===== src/rtl/tfm_pkg.sv =====
// Shared types and constants for the Tenengrad focus measure unit.
// Used by every module of the block; depends on nothing else.
`default_nettype none

package tfm_pkg;

    localparam int PIX_W      = 8;
    localparam int DIM_W      = 12;
    localparam int THR_W      = 21;
    localparam int TOT_W      = 24;
    localparam int OUT_CNT_W  = 23;
    localparam int FRAC_W     = 17;
    localparam int IDX_W      = 8;
    localparam int CFG_DATA_W = 21;
    localparam int FIFO_DEPTH = 4;

    localparam int DEF_MAX_WIDTH  = 2048;
    localparam int DEF_MAX_HEIGHT = 2048;

    localparam logic [DIM_W-1:0] MIN_DIM       = 12'd3;
    localparam logic [DIM_W-1:0] RST_WIDTH     = 12'd640;
    localparam logic [DIM_W-1:0] RST_HEIGHT    = 12'd480;
    localparam logic [THR_W-1:0] RST_THRESHOLD = 21'd500;
    localparam logic             RST_COLOR     = 1'b1;

    // Register indexes on the configuration port.
    localparam logic [IDX_W-1:0] REG_WIDTH     = 8'd0;
    localparam logic [IDX_W-1:0] REG_HEIGHT    = 8'd1;
    localparam logic [IDX_W-1:0] REG_THRESHOLD = 8'd2;
    localparam logic [IDX_W-1:0] REG_COLOR     = 8'd3;

    // Rounded BT.601 weights in Q14.
    localparam logic [10:0] W_BLUE  = 11'd1868;
    localparam logic [13:0] W_GREEN = 14'd9617;
    localparam logic [12:0] W_RED   = 13'd4899;
    localparam logic [21:0] W_ROUND = 22'd8192;

    typedef struct packed {
        logic [DIM_W-1:0] width;
        logic [DIM_W-1:0] height;
        logic [THR_W-1:0] threshold;
        logic [TOT_W-1:0] total;
        logic             color;
    } t_cfg;

    typedef struct packed {
        logic [PIX_W-1:0] bot;
        logic [PIX_W-1:0] mid;
        logic [PIX_W-1:0] top;
    } t_column;

endpackage

`default_nettype wire


===== src/rtl/tfm_front.sv =====
// Front end: accepts pixels and converts them to 8-bit gray.
// Depends on tfm_pkg.
`default_nettype none

module tfm_front (
    input  wire logic                      i_clk,
    input  wire logic                      i_rst_n,
    input  wire tfm_pkg::t_cfg             i_cfg,
    input  wire logic                      i_in_valid,
    output logic                           o_in_ready,
    input  wire logic [tfm_pkg::PIX_W-1:0] i_blue,
    input  wire logic [tfm_pkg::PIX_W-1:0] i_green,
    input  wire logic [tfm_pkg::PIX_W-1:0] i_red,
    output logic                           o_gray_valid,
    input  wire logic                      i_gray_ready,
    output logic [tfm_pkg::PIX_W-1:0]      o_gray
);

    logic                      r_valid;
    logic [tfm_pkg::PIX_W-1:0] r_gray;
    logic [21:0]               sum;
    logic [tfm_pkg::PIX_W-1:0] gray;

    assign sum = 22'(i_blue * tfm_pkg::W_BLUE) + 22'(i_green * tfm_pkg::W_GREEN)
               + 22'(i_red * tfm_pkg::W_RED) + tfm_pkg::W_ROUND;
    assign gray = i_cfg.color ? sum[21:14] : i_green;

    assign o_in_ready   = !r_valid || i_gray_ready;
    assign o_gray_valid = r_valid;
    assign o_gray       = r_gray;

    always_ff @(posedge i_clk) begin
        if (!i_rst_n) begin
            r_valid <= 1'b0;
        end else if (i_in_valid && o_in_ready) begin
            r_valid <= 1'b1;
        end else if (i_gray_ready) begin
            r_valid <= 1'b0;
        end
    end

    always_ff @(posedge i_clk) begin
        if (i_in_valid && o_in_ready) begin
            r_gray <= gray;
        end
    end

endmodule

`default_nettype wire


===== config.mk =====
export PLATFORM = sky130hd
export DESIGN_NAME = tfm_front
export DESIGN_NICKNAME = d
export VERILOG_FILES = /design/src/rtl/tfm_pkg.sv /design/src/rtl/tfm_front.sv
export SDC_FILE = /design/constraint.sdc
export NUM_CORES = 1
export LEC_CHECK = 0
export BUFFER_PORTS_ARGS = -buffer_cell sky130_fd_sc_hd__buf_4
export CAP_MARGIN = 10
export CORE_MARGIN = 5
export CORE_UTILIZATION = 59
export DETAILED_ROUTE_END_ITERATION = 16
export PLACE_DENSITY = 0.85
export SLEW_MARGIN = 15
export SYNTH_ARGS = -nofsm -noshare
export SYNTH_HDL_FRONTEND = slang
export SYNTH_SLANG_ARGS = --single-unit

===== constraint.sdc =====
create_clock -name i_clk -period 9.1 [get_ports i_clk]
set_input_delay 1.82 -clock i_clk [delete_from_list [all_inputs] [get_ports i_clk]]
set_output_delay 1.82 -clock i_clk [all_outputs]
set_load 0.03 [all_outputs]

# ---- Yosys cells after proc, flatten, opt, wreduce, memory -nomap -nowiden
# Index checks and enable logic that the tools add are counted.
dict set report classes {
  addsub 3
  mul 3
  muxes 3
  n_reduce_logical 4
}
# operator count
set ops {}
lappend ops {{adder 19 x 22 -> 22 bit} 1}
lappend ops {{adder 22 x 14 -> 22 bit, second input constant} 1}
lappend ops {{adder 22 x 21 -> 22 bit} 1}
lappend ops {{multiplier 8 x 14 -> 22 bit, second input constant} 1}
lappend ops {{multiplier 8 x 13 -> 21 bit, second input constant} 1}
lappend ops {{multiplier 8 x 9 -> 17 bit, second input constant} 1}
lappend ops {{two-way mux 8 bit} 1}
lappend ops {{two-way mux 1 bit} 2}
lappend ops {{nonzero test 2 bit} 1}
lappend ops {{logical AND 1 bit} 1}
lappend ops {{logical NOT 1 bit} 1}
lappend ops {{logical OR 1 bit} 1}
dict set report totals {
  regBits 9
  in_bits 98
}

# ---- Longest topological paths before layout
dict set report depth {
  word_depth 5
  mapped_depth 29
}

# ---- Worst setup path before layout
# OpenSTA, ideal clock, no wires.
dict set report synth_timing {
  kind {input to register}
  startpoint {input port i_blue[5] in the netlist's numbering}
  endpoint {register r_gray (netlist bit o_gray[4]) (data pin)}
  setup_ns 0.262
  t_arrival_ns 8.216
  setup_slack_ns 0.622
  path_stages 29
  n_path_buf 0
  path_cell_list {ha_1 ha_1 inv_1 fa_1 fa_1 inv_1 ha_1 nand2_1 nor2_1 o21a_1 o21ai_0 a21oi_1 nor2_1 xnor2_1 ha_1 ha_1 fa_1 inv_1 fa_1 fa_1 inv_1 ha_1 inv_1 o21ai_0 a2111oi_1 a211oi_2 o22a_2 xnor2_1 a21oi_1}
}
dict set report synth_between {
  elab_chain_cells 5
}
# element line_no
set synth_rtl {}
lappend synth_rtl {{from (decl)} tfm_front.sv:11} ;# input wire logic [tfm_pkg::PIX_W-1:0] i_blue,
lappend synth_rtl {{multiplier 8 x 9 -> 17 bit} tfm_front.sv:24} ;# assign sum = 22'(i_blue * tfm_pkg::W_BLUE) + 22'(i_green * tfm_pkg::W_GREEN)
lappend synth_rtl {{adder 19 x 22 -> 22 bit} tfm_front.sv:24}
lappend synth_rtl {{adder 22 x 21 -> 22 bit} tfm_front.sv:25} ;# + 22'(i_red * tfm_pkg::W_RED) + tfm_pkg::W_ROUND;
lappend synth_rtl {{adder 22 x 14 -> 22 bit} tfm_front.sv:25}
lappend synth_rtl {{two-way mux 8 bit} tfm_front.sv:26} ;# assign gray = i_cfg.color ? sum[21:14] : i_green;
lappend synth_rtl {{net gray (one bit)} tfm_front.sv:22} ;# logic [tfm_pkg::PIX_W-1:0] gray;
lappend synth_rtl {{to (signal assigned)} tfm_front.sv:44} ;# r_gray <= gray;
lappend synth_rtl {{to (decl)} tfm_front.sv:20} ;# logic [tfm_pkg::PIX_W-1:0] r_gray;
# The timed path passes the listed nets, and every way through them passes these cells.
# A chain may end at the register's enable or synchronous reset.

# ---- Worst setup path in the final report
dict set report layout_timing {
  startpoint {input port i_blue[6] in the netlist's numbering}
  endpoint {register r_gray (netlist bit o_gray[7]) (data pin)}
}
# Same word-level chain as after synthesis.

==> results summary <==
The run finished with clean final reports. The total overflow reported by the global router is 0. The total area inside the core boundary comes to 9200 µm².

The synthesized instance count is 594. The proportion of synthesized chip area in sequential cells is 4.71%. The number of inserted filler cells in the final layout is 714. The flip-flop and latch count after synthesis is 9.

The maximum clock rate is 113 MHz. The reported max-cap violation count came out at 0. The transition time at the pin with the least slew margin came out at 0.413 ns. The clock edge transition at the registers on the reported setup and hold paths came out at 0.05 ns. The final clock skew came out at 0.00777 ns.

The port buffer count came out at 38. In this run the remaining antenna-violating nets after routing total 0. The global-route usage over all layers came out at approximately 22%. Synthesis instantiated 48 different standard cells from the library. STA classifies the critical path startpoint as an input port.

The final worst-path cycle share came out at 97.3%. The post-synthesis net count is ~900. The final weighted congestion of routability-driven global placement came out at 0.945.

The critical path in this run is classified as input port to register. The die width came out at 107 µm. The cell family contributing the most delay on the critical path is adder cells. Of the cells placed in the final design, the portion with a size suffix greater than 1 is under 10%. During synthesis, Yosys emitted a total of 0 warnings. Of the post-synthesis cell area, the dominant cell type holds 32.4%.

The H-tree depth reported by CTS came out at 1. After synthesis, the cell types taking the most area are sky130_fd_sc_hd__ha_1 32%, sky130_fd_sc_hd__fa_1 32%, sky130_fd_sc_hd__inv_1 14%, sky130_fd_sc_hd__edfxtp_1 4.4%, sky130_fd_sc_hd__xnor2_1 2.5%. The clock latency of the later-clocked register in the worst-skew pair is around 0.23 ns. The biggest area contributor in the post-synthesis netlist is sky130_fd_sc_hd__ha_1. The worst slew margin relative to its limit came out at slightly above 70%. The number of pins exceeding their max-slew limit in the final report is 0. The number of hold violations in the final report came out at 0.

On the worst path, the slowest cell contributes a delay of 0.55 ns. Of all nets on the critical path, the largest fanout is 4. The mean cell area of the mapped netlist is 9.30 µm².

The arrival time of data at the critical path endpoint came out at 8.82 ns. In the synthesized netlist the dominant register cell turns out to be sky130_fd_sc_hd__edfxtp_1. For this run, the post-layout net count is 974. The clock passes through at most 2 buffers.

The required time of the worst setup path is 9.07 ns. The antenna cell count is 0. The dominant cell type by count on the critical path is sky130_fd_sc_hd__fa_1. The number of remaining DRC errors is 0. The async set or reset register ratio after synthesis is 0%. By count the netlist is led by 206 x sky130_fd_sc_hd__inv_1, 143 x sky130_fd_sc_hd__ha_1, 87 x sky130_fd_sc_hd__fa_1, 20 x sky130_fd_sc_hd__a21oi_1. The number of primary I/O pins is 108. Summing every instance area after synthesis gives 5520 µm². Setup violations remaining at the end of the flow were counted as 0.

The largest net degree at the start of global routing came out at 16. The first detailed-routing pass ran for 4 iterations. The wire-length estimate of the detail-placed layout is roughly 11 mm. TritonCTS built the clock tree. The cell row count came out at 35.

The number of global-route vias before repair was 4467. The routed wire length per instance came out at 16.0 µm. After clock tree synthesis, the flow added hold-fix buffers numbering 0. The path class of the tightest hold or removal check is register to register. The area added between synthesis and finish came out at 9.99%.

The number of antenna violations at the first check in global routing was 0. The detailed-route via count came out at 4081. The routed via count divided by cell count is 5.40.

The nature of the critical path endpoint is a register. The global-route wire length before repair is a little over 20 mm. The die area came out at 11400 µm². The die height is roughly 110 µm. The number of DRC markers in iteration 0 is 96. The initial cell density of the core is 60.0%. The number of gates resized after CTS was 0. The time the worst path needs with I/O delays and setup came out at 8.86 ns. In this run, synthesis inferred 8 flip-flops with an integrated enable. The clock sink count came out at 9. sky130_fd_sc_hd__inv_1 is the most common cell in the netlist. The cell with the largest stage delay on the worst path is sky130_fd_sc_hd__fa_1. The worst-case hold slack is 0.655 ns. The total wirelength of the detailed-routed design is 12.1 mm. The number of buffers added for setup after CTS is 0. The clock tree root driver cell is sky130_fd_sc_hd__clkbuf_8. The number of buffers and inverters on the critical path is 6. Buffers inserted during clock tree synthesis total 3.
==> registers in the layout, indices dropped and copies added, names as in the netlist <==
name,cells
o_gray_valid,1
o_gray,8
==> cell families (layout without fill, tap and decap cells) <==
family / Yosys count / after routing / share of synthesized area [%]
AND/OR/NAND/NOR: 63 / 63 / 5.96
XOR/XNOR: 22 / 22 / 3.49
AO/OA/AOI/OAI: 60 / 60 / 7.23
adder cells (fa/ha/maj): 230 / 230 / 63.9
flip-flops: 9 / 9 / 4.71
buffers and inverters: 207 / 258 / 14.1
multiplexers: 3 / 3 / 0.567
==> area by class of cell <==
cell class              count  area [µm²]  area share [%]
flip-flops and latches      9         260            4.29
repair buffers             48         360            5.93
well taps                 111         139            2.29
inverters                 206         773            12.7
multi-input cells         378        4500            74.0
clock buffers               4        45.0           0.742
==> layout by cell type (no fill, tap or decap), types with 4 or more instances in the layout <==
cell type,count
sky130_fd_sc_hd__nor3_1,6
sky130_fd_sc_hd__fa_1,87
sky130_fd_sc_hd__buf_4,48
sky130_fd_sc_hd__nor2b_1,4
sky130_fd_sc_hd__nand2b_1,4
sky130_fd_sc_hd__edfxtp_1,8
sky130_fd_sc_hd__ha_1,143
sky130_fd_sc_hd__and3_1,4
sky130_fd_sc_hd__nor2_1,16
sky130_fd_sc_hd__a21oi_1,19
sky130_fd_sc_hd__xor2_1,6
sky130_fd_sc_hd__o21ai_0,8
sky130_fd_sc_hd__a21o_1,4
sky130_fd_sc_hd__xnor2_1,16
sky130_fd_sc_hd__nand3_1,5
sky130_fd_sc_hd__nand2_1,10
sky130_fd_sc_hd__inv_1,206
==> metal layers <==
metal | GRT usage, % | routed length, µm
met1 | 26.9 | 4760
met2 | 41.3 | 6370
met3 | 2.65 | 609
met4 | 6.67 | 387
met5 | 0 | 0
==> worst register-to-register path, delay by kind of cell (launching register included) <==
kind          cells  cell delay, ns
flops             1            0.32
simple gates      2            0.50
==> metrics by stage <==
step | worst slack (ns) | instance area [µm²] | utilization, % | instances | TNS [ns]
2_1_floorplan | 0.622 | 5520 | - | 594 | 0
3_3_place_gp | 0.150 | 6020 | 65.4 | 752 | 0
3_5_place_dp | -0.0107 | 6020 | 65.4 | 752 | -0.0107
4_1_cts | 0.173 | 6060 | 65.9 | 756 | 0
5_1_grt | -0.0274 | 6070 | 66.0 | 756 | -0.0274
6_report | 0.243 | 6070 | 66.0 | 756 | 0
==> path summary, 6_finish.rpt <==
path | start | to | slack, ns | cells after the start
hold reg to reg | o_gray_valid | o_gray_valid | 0.66 | 2
hold / removal | o_gray_valid | o_gray_valid | 0.66 | 2
setup / recovery | i_blue[6] | o_gray[7] | 0.24 | 29
setup reg to reg | o_gray_valid | o_gray[7] | 7.93 | 2
Power is not shown: default switching activity piles up to over one toggle a cycle in this logic, so the estimate is an artifact.
