--- src/rtl/tfm_pkg.sv ---
// Shared types and constants for the Tenengrad focus measure unit.
// Used by every module of the block; depends on nothing else.
`default_nettype none

package tfm_pkg;

    localparam int PIX_W      = 8;
    localparam int DIM_W      = 12;
    localparam int THR_W      = 21;
    localparam int TOT_W      = 24;
    localparam int OUT_CNT_W  = 23;
    localparam int FRAC_W     = 17;
    localparam int IDX_W      = 8;
    localparam int CFG_DATA_W = 21;
    localparam int FIFO_DEPTH = 4;

    localparam int DEF_MAX_WIDTH  = 2048;
    localparam int DEF_MAX_HEIGHT = 2048;

    localparam logic [DIM_W-1:0] MIN_DIM       = 12'd3;
    localparam logic [DIM_W-1:0] RST_WIDTH     = 12'd640;
    localparam logic [DIM_W-1:0] RST_HEIGHT    = 12'd480;
    localparam logic [THR_W-1:0] RST_THRESHOLD = 21'd500;
    localparam logic             RST_COLOR     = 1'b1;

    // Register indexes on the configuration port.
    localparam logic [IDX_W-1:0] REG_WIDTH     = 8'd0;
    localparam logic [IDX_W-1:0] REG_HEIGHT    = 8'd1;
    localparam logic [IDX_W-1:0] REG_THRESHOLD = 8'd2;
    localparam logic [IDX_W-1:0] REG_COLOR     = 8'd3;

    // Rounded BT.601 weights in Q14.
    localparam logic [10:0] W_BLUE  = 11'd1868;
    localparam logic [13:0] W_GREEN = 14'd9617;
    localparam logic [12:0] W_RED   = 13'd4899;
    localparam logic [21:0] W_ROUND = 22'd8192;

    typedef struct packed {
        logic [DIM_W-1:0] width;
        logic [DIM_W-1:0] height;
        logic [THR_W-1:0] threshold;
        logic [TOT_W-1:0] total;
        logic             color;
    } t_cfg;

    typedef struct packed {
        logic [PIX_W-1:0] bot;
        logic [PIX_W-1:0] mid;
        logic [PIX_W-1:0] top;
    } t_column;

endpackage

`default_nettype wire

--- src/rtl/tfm_fifo.sv ---
// Short queue of gray pixels between the front end and the filter back end.
// Depends on tfm_pkg.
`default_nettype none

module tfm_fifo (
    input  wire logic                      i_clk,
    input  wire logic                      i_rst_n,
    input  wire logic                      i_push_valid,
    output logic                           o_push_ready,
    input  wire logic [tfm_pkg::PIX_W-1:0] i_push_data,
    output logic                           o_pop_valid,
    input  wire logic                      i_pop_ready,
    output logic [tfm_pkg::PIX_W-1:0]      o_pop_data
);

    localparam int PW = $clog2(tfm_pkg::FIFO_DEPTH);

    logic [tfm_pkg::PIX_W-1:0] r_data [tfm_pkg::FIFO_DEPTH];
    logic [PW-1:0]             r_wr_ptr;
    logic [PW-1:0]             r_rd_ptr;
    logic [PW:0]               r_fill;
    logic                      push;
    logic                      pop;

    assign o_push_ready = r_fill != (PW+1)'(tfm_pkg::FIFO_DEPTH);
    assign o_pop_valid  = r_fill != '0;
    assign o_pop_data   = r_data[r_rd_ptr];
    assign push = i_push_valid && o_push_ready;
    assign pop  = o_pop_valid && i_pop_ready;

    always_ff @(posedge i_clk) begin
        if (!i_rst_n) begin
            r_wr_ptr <= '0;
            r_rd_ptr <= '0;
            r_fill   <= '0;
        end else begin
            if (push) begin
                r_wr_ptr <= r_wr_ptr + 1'b1;
            end
            if (pop) begin
                r_rd_ptr <= r_rd_ptr + 1'b1;
            end
            if (push && !pop) begin
                r_fill <= r_fill + 1'b1;
            end else if (pop && !push) begin
                r_fill <= r_fill - 1'b1;
            end
        end
    end

    always_ff @(posedge i_clk) begin
        if (push) begin
            r_data[r_wr_ptr] <= i_push_data;
        end
    end

endmodule

`default_nettype wire

--- config.mk ---
export PLATFORM = sky130hd
export DESIGN_NAME = tfm_fifo
export DESIGN_NICKNAME = d
export VERILOG_FILES = /design/src/rtl/tfm_pkg.sv /design/src/rtl/tfm_fifo.sv
export SDC_FILE = /design/constraint.sdc
export NUM_CORES = 1
export LEC_CHECK = 0
export ABC_AREA = 1
export CORE_MARGIN = 4
export CORE_UTILIZATION = 40
export CTS_CLUSTER_DIAMETER = 120
export DETAILED_ROUTE_END_ITERATION = 12
export DONT_BUFFER_PORTS = 1
export PLACE_DENSITY_LB_ADDON = 0.08
export SYNTH_ARGS = -nofsm -noshare
export SYNTH_HDL_FRONTEND = slang
export SYNTH_SLANG_ARGS = --single-unit
--- constraint.sdc ---
create_clock -name i_clk -period 2 [get_ports i_clk]
set_input_delay 0 -clock i_clk [delete_from_list [all_inputs] [get_ports i_clk]]
set_output_delay 0 -clock i_clk [all_outputs]
set_load 0.02 [all_outputs]
# Word-level counts from Yosys, hierarchy flattened
# Memories as Yosys holds them, arrays and structs flattened. A register that Yosys moved wholly into a read port is not among the register bits.
# Cells that the tools add are included.
[totals]
register_bits = 7
ramBits = 32
out_inout_bits = 10
word_cells = 23
mem_count = 1
[mem_list]
columns = ["memory", "words", "word_bits", "read_ports", "rd_ports_with_merged_regs", "wr", "line", "source"]
rows = [
  ["r_data", 4, 8, 1, 1, 1, "tfm_fifo.sv:18", "logic [tfm_pkg::PIX_W-1:0] r_data [tfm_pkg::FIFO_DEPTH];"],
]
[op_classes]
addsub = 4
n_eq_ne = 1
mux = 6
n_reduce_logical = 8
[op_table]
columns = ["cell", "n"]
rows = [
  ["3-bit 2-to-1 mux", 2],
  ["2-bit by 1-bit adder with 2-bit output (second input constant)", 2],
  ["1-bit logical AND", 4],
  ["2-bit 2-to-1 mux", 2],
  ["3-bit by 1-bit adder with 3-bit output (second input constant)", 1],
  ["3-bit inequality test (second input constant)", 1],
  ["3-bit nonzero test", 1],
  ["3-bit by 1-bit subtractor with 3-bit output (second input constant)", 1],
  ["1-bit zero test", 2],
  ["1-bit 2-to-1 mux", 2],
  ["2-bit nonzero test", 1],
]

# Logic depth before layout (Yosys ltp)
# Gate-level depths: netlist of run 1.
[logic_depth]
word_depth = 6
ltp_mapped = 13
ltp_nobuf = 13

# Least setup slack after synthesis of run 1
# No wires, ideal clock.
[synth_timing]
path_type = "register to register"
start = "register r_fill[1]"
end = "register r_fill[1]"
setup_ns = 0.116
t_arrival_ns = 1.633
required_ns = 1.884
slack_ns = 0.251
stages_incl_launch_ff = 10
synth_period_minus_slack_ns = 1.749
path_cell_list = "dfxtp_1 nor2_2 nand2_2 nand2_2 inv_2 ha_1 inv_1 fa_1 o21ai_0 nor2_1"
[synth_between]
elab_chain_len = 5
word_cells_on_any_way = 13
[synth_rtl]
columns = ["element", "line", "source"]
rows = [
  ["start, declared", "tfm_fifo.sv:21", "logic [PW:0] r_fill;"],
  ["start signal, assigned", "tfm_fifo.sv:44", "r_fill <= r_fill + 1'b1;"],
  ["start signal, assigned", "tfm_fifo.sv:46", "r_fill <= r_fill - 1'b1;"],
  ["3-bit inequality test (*)", "tfm_fifo.sv:25", "assign o_push_ready = r_fill != (PW+1)'(tfm_pkg::FIFO_DEPTH);"],
  ["net o_push_ready", "tfm_fifo.sv:9", "output logic o_push_ready,"],
  ["1-bit logical AND (*)", "tfm_fifo.sv:28", "assign push = i_push_valid && o_push_ready;"],
  ["net push", "tfm_fifo.sv:22", "logic push;"],
  ["1-bit zero test", "tfm_fifo.sv:45", "end else if (pop && !push) begin"],
  ["1-bit logical AND", "tfm_fifo.sv:45", ""],
  ["2-bit nonzero test (no source line)", "n/a", ""],
]
# The timed path passes the listed nets; every way through them passes the cells marked *. The select of a mux whose other input is x is not followed.
# A chain may end at the register's enable or synchronous reset.

# Final worst setup path of run 1
[layout_timing]
start = "register r_fill[1]"
end = "register r_fill[2]"
[layout_between]
elab_chain_len = 5
word_cells_on_any_way = 13
[layout_rtl]
columns = ["element", "line", "source"]
rows = [
  ["3-bit nonzero test (*)", "tfm_fifo.sv:26", "assign o_pop_valid = r_fill != '0;"],
  ["net o_pop_valid", "tfm_fifo.sv:11", "output logic o_pop_valid,"],
  ["1-bit logical AND (*)", "tfm_fifo.sv:29", "assign pop = o_pop_valid && i_pop_ready;"],
  ["1-bit zero test", "tfm_fifo.sv:43", "if (push && !pop) begin"],
  ["1-bit logical AND", "tfm_fifo.sv:43", ""],
  ["3-bit 2-to-1 mux / 2-bit nonzero test (equally long branches)", "n/a", ""],
]
# Marked as above.

==> results of run 1 <==
==> final cells by class <==
cell class,count,area share [%]
clock buffers,7,3.88
well taps,50,3.18
flip-flops and latches,41,58.1
repair buffers,16,7.50
inverters,16,3.05
multi-input cells,85,24.1
clock inverters,1,0.254
==> synthesized netlist by cell type <==
| cell type | instances |
|---|---|
| dfxtp_1 | 9 |
| nand2_2 | 4 |
| nor2_1 | 28 |
| buf_6 | 2 |
| fa_1 | 1 |
| a21oi_1 | 3 |
| xor2_1 | 1 |
| nand2_1 | 11 |
| o21ai_2 | 3 |
| o21ai_0 | 13 |
| nand3b_1 | 1 |
| ha_1 | 5 |
| nand3_1 | 4 |
| inv_2 | 2 |
| o22ai_1 | 8 |
| nor2_2 | 2 |
| inv_1 | 14 |
| edfxtp_1 | 32 |
| o21ai_1 | 1 |
==> cells by family after synthesis <==
kind of cell | share of synthesized area (%)
AO/OA/AOI/OAI | 9.56
adder cells (fa/ha/maj) | 4.89
buffers and inverters | 4.89
flip-flops | 67.6
XOR/XNOR | 0.519
AND/OR/NAND/NOR | 12.5
==> per-layer routing <==
layer	vias to the layer above	GRT usage, %
li1	535	-
met1	495	13.6
met2	23	22.1
met3	4	4.68
met4	0	4.30
met5	-	0
==> flip-flops by register name, indices dropped and copies added (netlist names), named ones only <==
register and flops:
r_data 32, r_fill 3, r_rd_ptr 2, r_wr_ptr 2
==> final timing paths <==
| check | cells after the start | start | slack, ns | end |
|---|---|---|---|---|
| worst min-delay path | 4 | i_push_valid | 0.004 | r_wr_ptr[0] |
| worst max register to register | 12 | r_fill[1] | 0.23 | r_fill[2] |
| worst min register to register | 2 | r_rd_ptr[0] | 0.50 | r_rd_ptr[0] |
| worst max-delay path | 12 | r_fill[1] | 0.23 | r_fill[2] |
==> metrics by stage <==
step | std cells | cell area, um2 | setup WS (ns) | util, %
floorplan | 144 | 1690 | 0.251 | -
global placement | 197 | 1770 | 0.209 | 43.8
detailed placement | 197 | 1770 | 0.155 | 43.8
CTS | 216 | 1960 | 0.138 | 48.6
global route | 216 | 1970 | 0.0141 | 48.9
finish | 216 | 1970 | 0.235 | 48.9
==> worst register-to-register path, delay by kind of cell, from the launching register on <==
family        cells  cell delay [ns]
flops             1             0.35
buf+inv           2             0.13
fa+ha+maj         2             0.54
simple gates      8             0.65
==> power by group through the flow <==
stage	sequential (W)	combinational (W)	clock [W]
2_1_floorplan	0.00113	0.000567	0
3_3_place_gp	0.00116	0.000647	0
3_5_place_dp	0.00117	0.000664	0
4_1_cts	0.00115	0.000693	0.000510
5_1_grt	0.00117	0.000796	0.000554
6_report	0.00115	0.000695	0.000492
==> what timing repair did <==
item | CTS | global route
setup endpoints to repair | 0 | 1
hold buffers | 11 | 0
endpoints found under the hold margin | 41 | 0
resized for setup | 0 | 4
==> flow_metrics.tcl, run 1 <==
set metrics [dict create \
    path_clk_slew_ns 0.07 \
    met2_wirelength_mm 1.56 \
    track_usage_pct 12.5 \
    hold_viol 0 \
    antenna_cells 0 \
    initial_core_util_pct 41.9 \
    seqCellArea_mm2 0.00114 \
    synth_top_area_share_pct 56.9 \
    sw_frac_of_total_pct 35.3 \
    worstPathCellList "nor2_4 > nand2_4 > nand2_2 > ha_1 > inv_1 > fa_1 > inv_1 > nand2_1 > nand3_1 > nand2_1 > nand2_1 > nor2_1" \
    drt-vias-per-instance 4.89 \
    ys_top_cells_by_area "edfxtp_1 (57%), dfxtp_1 (11%), nor2_1 (6.2%)" \
    dr_wl_met3_um 187 \
    setup_viol 0 \
    slew_violations 0 \
    wire_per_inst_um 13.6 \
    cts_setup_buffers 0 \
    crit_top_cell "nand2_1" \
    ir_drop_mv 0.580 \
    p_clk_share_pct 21.0 \
    timing_worst_setup_path_type "flip-flop to flip-flop" \
    final_antenna_net_count 0 \
    clock-sinks 41 \
    worst-endpoint-required_ns 2.18 \
    cts-buffers-inserted 5 \
    cts_buffer_depth 2 \
    power_switching_w 0.000825 \
    num_vias 1057 \
    io_pins 22 \
    drive_gt1_share_pct 14.5 \
    period_needed_ns 1.77 \
    hold_path.class "input pin to flip-flop" \
    ys_types 19 \
    skew_ns 0.00361 \
    synthToLayoutAreaGrowth_pct 16.7 \
    p_comb_share_pct 29.7 \
    grt_max_degree 18 \
    max_freq_mhz 567 \
    drv_cap 0 \
    rows 23 \
    core_mm2 0.00403 \
    place_congestion 0.675 \
    port_buffers 0 \
    synth_top_cell_by_area "edfxtp_1" \
    power_frac_seq_pct 49.3 \
    nFillCells 373 \
    syn_avg_cell_area_um2 11.7 \
    status "finished clean" \
    synth-seq-area-share_pct 67.6 \
    drt_first_pass_iters 4 \
    htree_levels 2 \
    critPathBufInv 2 \
    syn-num-nets 162 \
    worstSetupEndpointType "flip-flop" \
    power_density_mw_per_mm2 1190 \
    hold-worst-slack_ns 0.00416 \
    die_area_mm2 0.00532 \
    wl_met1_mm 1.16 \
    routed_wirelength_mm 2.94 \
    critPathArrivalTime_ns 1.95 \
    grt_pass1_wl_mm 4.89 \
    antenna_found_initial 0 \
    root_buffer "clkbuf_8" \
    tns_ns 0 \
    synth.ff_latch_count 41 \
    synth_warnings 0 \
    chipHeight_um 73.0 \
    slowest_delay_ns 0.38 \
    crit_slowest_cell "fa_1" \
    drt_iter0_markers 30 \
    p_total_w 0.00234 \
    layout_common_cells "edfxtp_1 (32), nor2_1 (28), inv_1 (14)" \
    hpwlAfterDp_mm 2.05 \
    syn-instance-count 144 \
    syn_area_mm2 0.00169 \
    p_int_w 0.00152 \
    drcViolationCount 0 \
    final_common_cell "edfxtp_1" \
    routed.top_layer "met4" \
    nNetsFinal 183 \
    cp_top_family "simple AND/OR/NAND/NOR gates" \
    worstPathMaxFanout 4 \
    slew_headroom_pct 60.0 \
    clock_latency_ns 0.28 \
    multi_input_comb_area_um2 474 \
    leakagePower_nw 0.730 \
    grt_pass1_vias 1050 \
    critPathLaunchType "flip-flop" \
    rsz0062_at_grt "no" \
    gr-total-overflow 0 \
    tightest_slew_ns 0.600 \
    die_w_um 73.0 \
    cts_tree "done" \
    timing.final.crit_share_pct 88.3 \
]
No activity file was read; power rests on OpenSTA's default activity.
==> inputs of run 2 (changes only) <==
Clock period 2 ns to 2.2 ns, I/O delays scaled along.
==> run 2 against run 1 <==
Effect of this change:
- routed wire length fell by 0.58%
- final cell count shrank 0.93%
- sequential share of layout area is 0.62 points higher
- setup slack improved by 0.040 ns
- combinational power fell by 12%
- clock skew is 0.0026 ns higher
- flip-flop and latch count unchanged
- power fell by 11%
- utilization is 0.62 points lower
==> flow_metrics.tcl, run 2 (synthesis gave the netlist of run 1 again) <==
set metrics [dict create \
    status "finished clean" \
    critPathBufInv 3 \
    hold_end "r_data[0][6]" \
    final_antenna_net_count 0 \
    worstPathMaxFanout 5 \
    cp_top_family "simple AND/OR/NAND/NOR gates" \
    hpwlAfterDp_mm 1.96 \
    place_congestion 0.660 \
    cts_setup_buffers 0 \
    slew_violations 0 \
    tns_ns 0 \
    layout_common_cells "edfxtp_1 (32), nor2_1 (28), inv_1 (14)" \
    root_buffer "clkbuf_8" \
    layout_setup_ws_ns 0.275 \
    slew_headroom_pct 59.8 \
    drv_cap 0 \
    antenna_found_initial 0 \
    crit_top_cell "nand2_1" \
    clock-sinks 41 \
    clock_latency_ns 0.28 \
    leakagePower_nw 0.718 \
    nFillCells 387 \
    gr-total-overflow 0 \
    path_clk_slew_ns 0.07 \
    port_buffers 0 \
    crit_slowest_cell "dfxtp_1" \
    reg2reg_depth 13 \
    grt_pass1_vias 984 \
    rows 23 \
    die_area_mm2 0.00532 \
    reg2reg_from "r_fill[1]" \
    nNetsFinal 182 \
    dp_slack_ns 0.299 \
    final_common_cell "edfxtp_1" \
    p_total_w 0.00209 \
    period_needed_ns 1.93 \
    core_mm2 0.00403 \
    reg_top3 "r_data: 32 flops, r_fill: 3 flops" \
    drive_gt1_share_pct 12.2 \
    timing_worst_setup_path_type "flip-flop to flip-flop" \
    chipHeight_um 73.0 \
    drt_first_pass_iters 4 \
    regToRegEndpoint "r_fill[2]" \
    worstSetupEndpointType "flip-flop" \
    cts_buffer_depth 2 \
    die_w_um 73.0 \
    power_density_mw_per_mm2 1070 \
    worst-endpoint-required_ns 2.38 \
    grt_pass1_wl_mm 4.68 \
    synthToLayoutAreaGrowth_pct 15.2 \
    routed_wirelength_mm 2.92 \
    grt_max_degree 18 \
    min_path_cells 1 \
    htree_levels 2 \
    critPathArrivalTime_ns 2.10 \
    rsz0062_at_grt "no" \
    hold_viol 0 \
    track_usage_pct 12.0 \
    antenna_cells 0 \
    hold-worst-slack_ns 0.425 \
    tightest_slew_ns 0.602 \
    cts-buffers-inserted 5 \
    hold_start "i_push_data[6]" \
    io_pins 22 \
    cts_tree "done" \
    setup_viol 0 \
    num_vias 1024 \
    regMostFlops "r_data" \
    critPathLaunchType "flip-flop" \
    largest_reg_flops 32 \
    r2r_slack_ns 0.27 \
    drcViolationCount 0 \
    initial_core_util_pct 41.9 \
    timing.final.crit_share_pct 87.5 \
    slowest_delay_ns 0.41 \
    hold_path.class "input pin to flip-flop" \
    drt_iter0_markers 53 \
    ir_drop_mv 0.602 \
    drt-vias-per-instance 4.79 \
    worstPathCellList "nor2_2 > nand2_2 > nand2_2 > inv_2 > ha_1 > inv_1 > fa_1 > inv_1 > nand2_1 > nand3_1 > nand2_1 > nand2_1 > nor2_1" \
    skew_ns 0.00623 \
    max_freq_mhz 519 \
    wire_per_inst_um 13.7 \
]
run 2: routing by layer:
metal	GRT usage, %	part of all wire, %
met5	0	0
met3	4.55	5.2
met2	20.3	49
met4	3.69	0.72
met1	14.2	45
run 2: where the power goes:
| part | leakage (nW) | internal (W) | switching (W) |
|---|---|---|---|
| combinational | 0.312 | 0.000187 | 0.000425 |
| clock | 0.0387 | 0.000214 | 0.000221 |
| sequential | 0.367 | 0.000951 | 0.0000911 |
| total | 0.718 | 0.00135 | 0.000737 |
run 2: layout make-up:
| type | count | area (um2) | area share [%] |
|---|---|---|---|
| well taps | 50 | 62.6 | 3.22 |
| flip-flops and latches | 41 | 1140 | 58.7 |
| clock buffers | 6 | 72.6 | 3.73 |
| multi-input cells | 85 | 464 | 23.9 |
| inverters | 16 | 60.1 | 3.09 |
| repair buffers | 15 | 140 | 7.21 |
| clock inverters | 1 | 3.75 | 0.193 |
run 2: stage by stage:
step,instances,instance area (um2),utilization (%)
after global routing,214,1940,48.3
after CTS,214,1940,48.3
after floorplan,144,1690,-
final,214,1940,48.3
after global placement,196,1760,43.6
after detailed placement,196,1760,43.6
run 2: repair_timing:
item,4_1_cts,5_1_grt
hold endpoints to repair,41,0
hold buffers,11,0
resized for setup,0,0
run 2: worst max-delay path by stage:
stage / start / end / depth (start not counted)
3_5_place_dp: r_fill[1] / r_fill[2] / 13
4_1_cts: r_fill[1] / r_fill[2] / 13
5_1_grt: r_fill[1] / r_fill[2] / 13
3_3_place_gp: r_fill[0] / r_fill[2] / 13
2_1_floorplan: r_fill[1] / r_fill[1] / 9
6_report: r_fill[1] / r_fill[2] / 13
run 2: worst register-to-register path: cells and delay by family (launching register included):
family                     cells  cell delay [ns]
buffers and inverters          3             0.23
and+or+nand+nor                8             0.64
adders and majority gates      2             0.54
DFF                            1             0.41
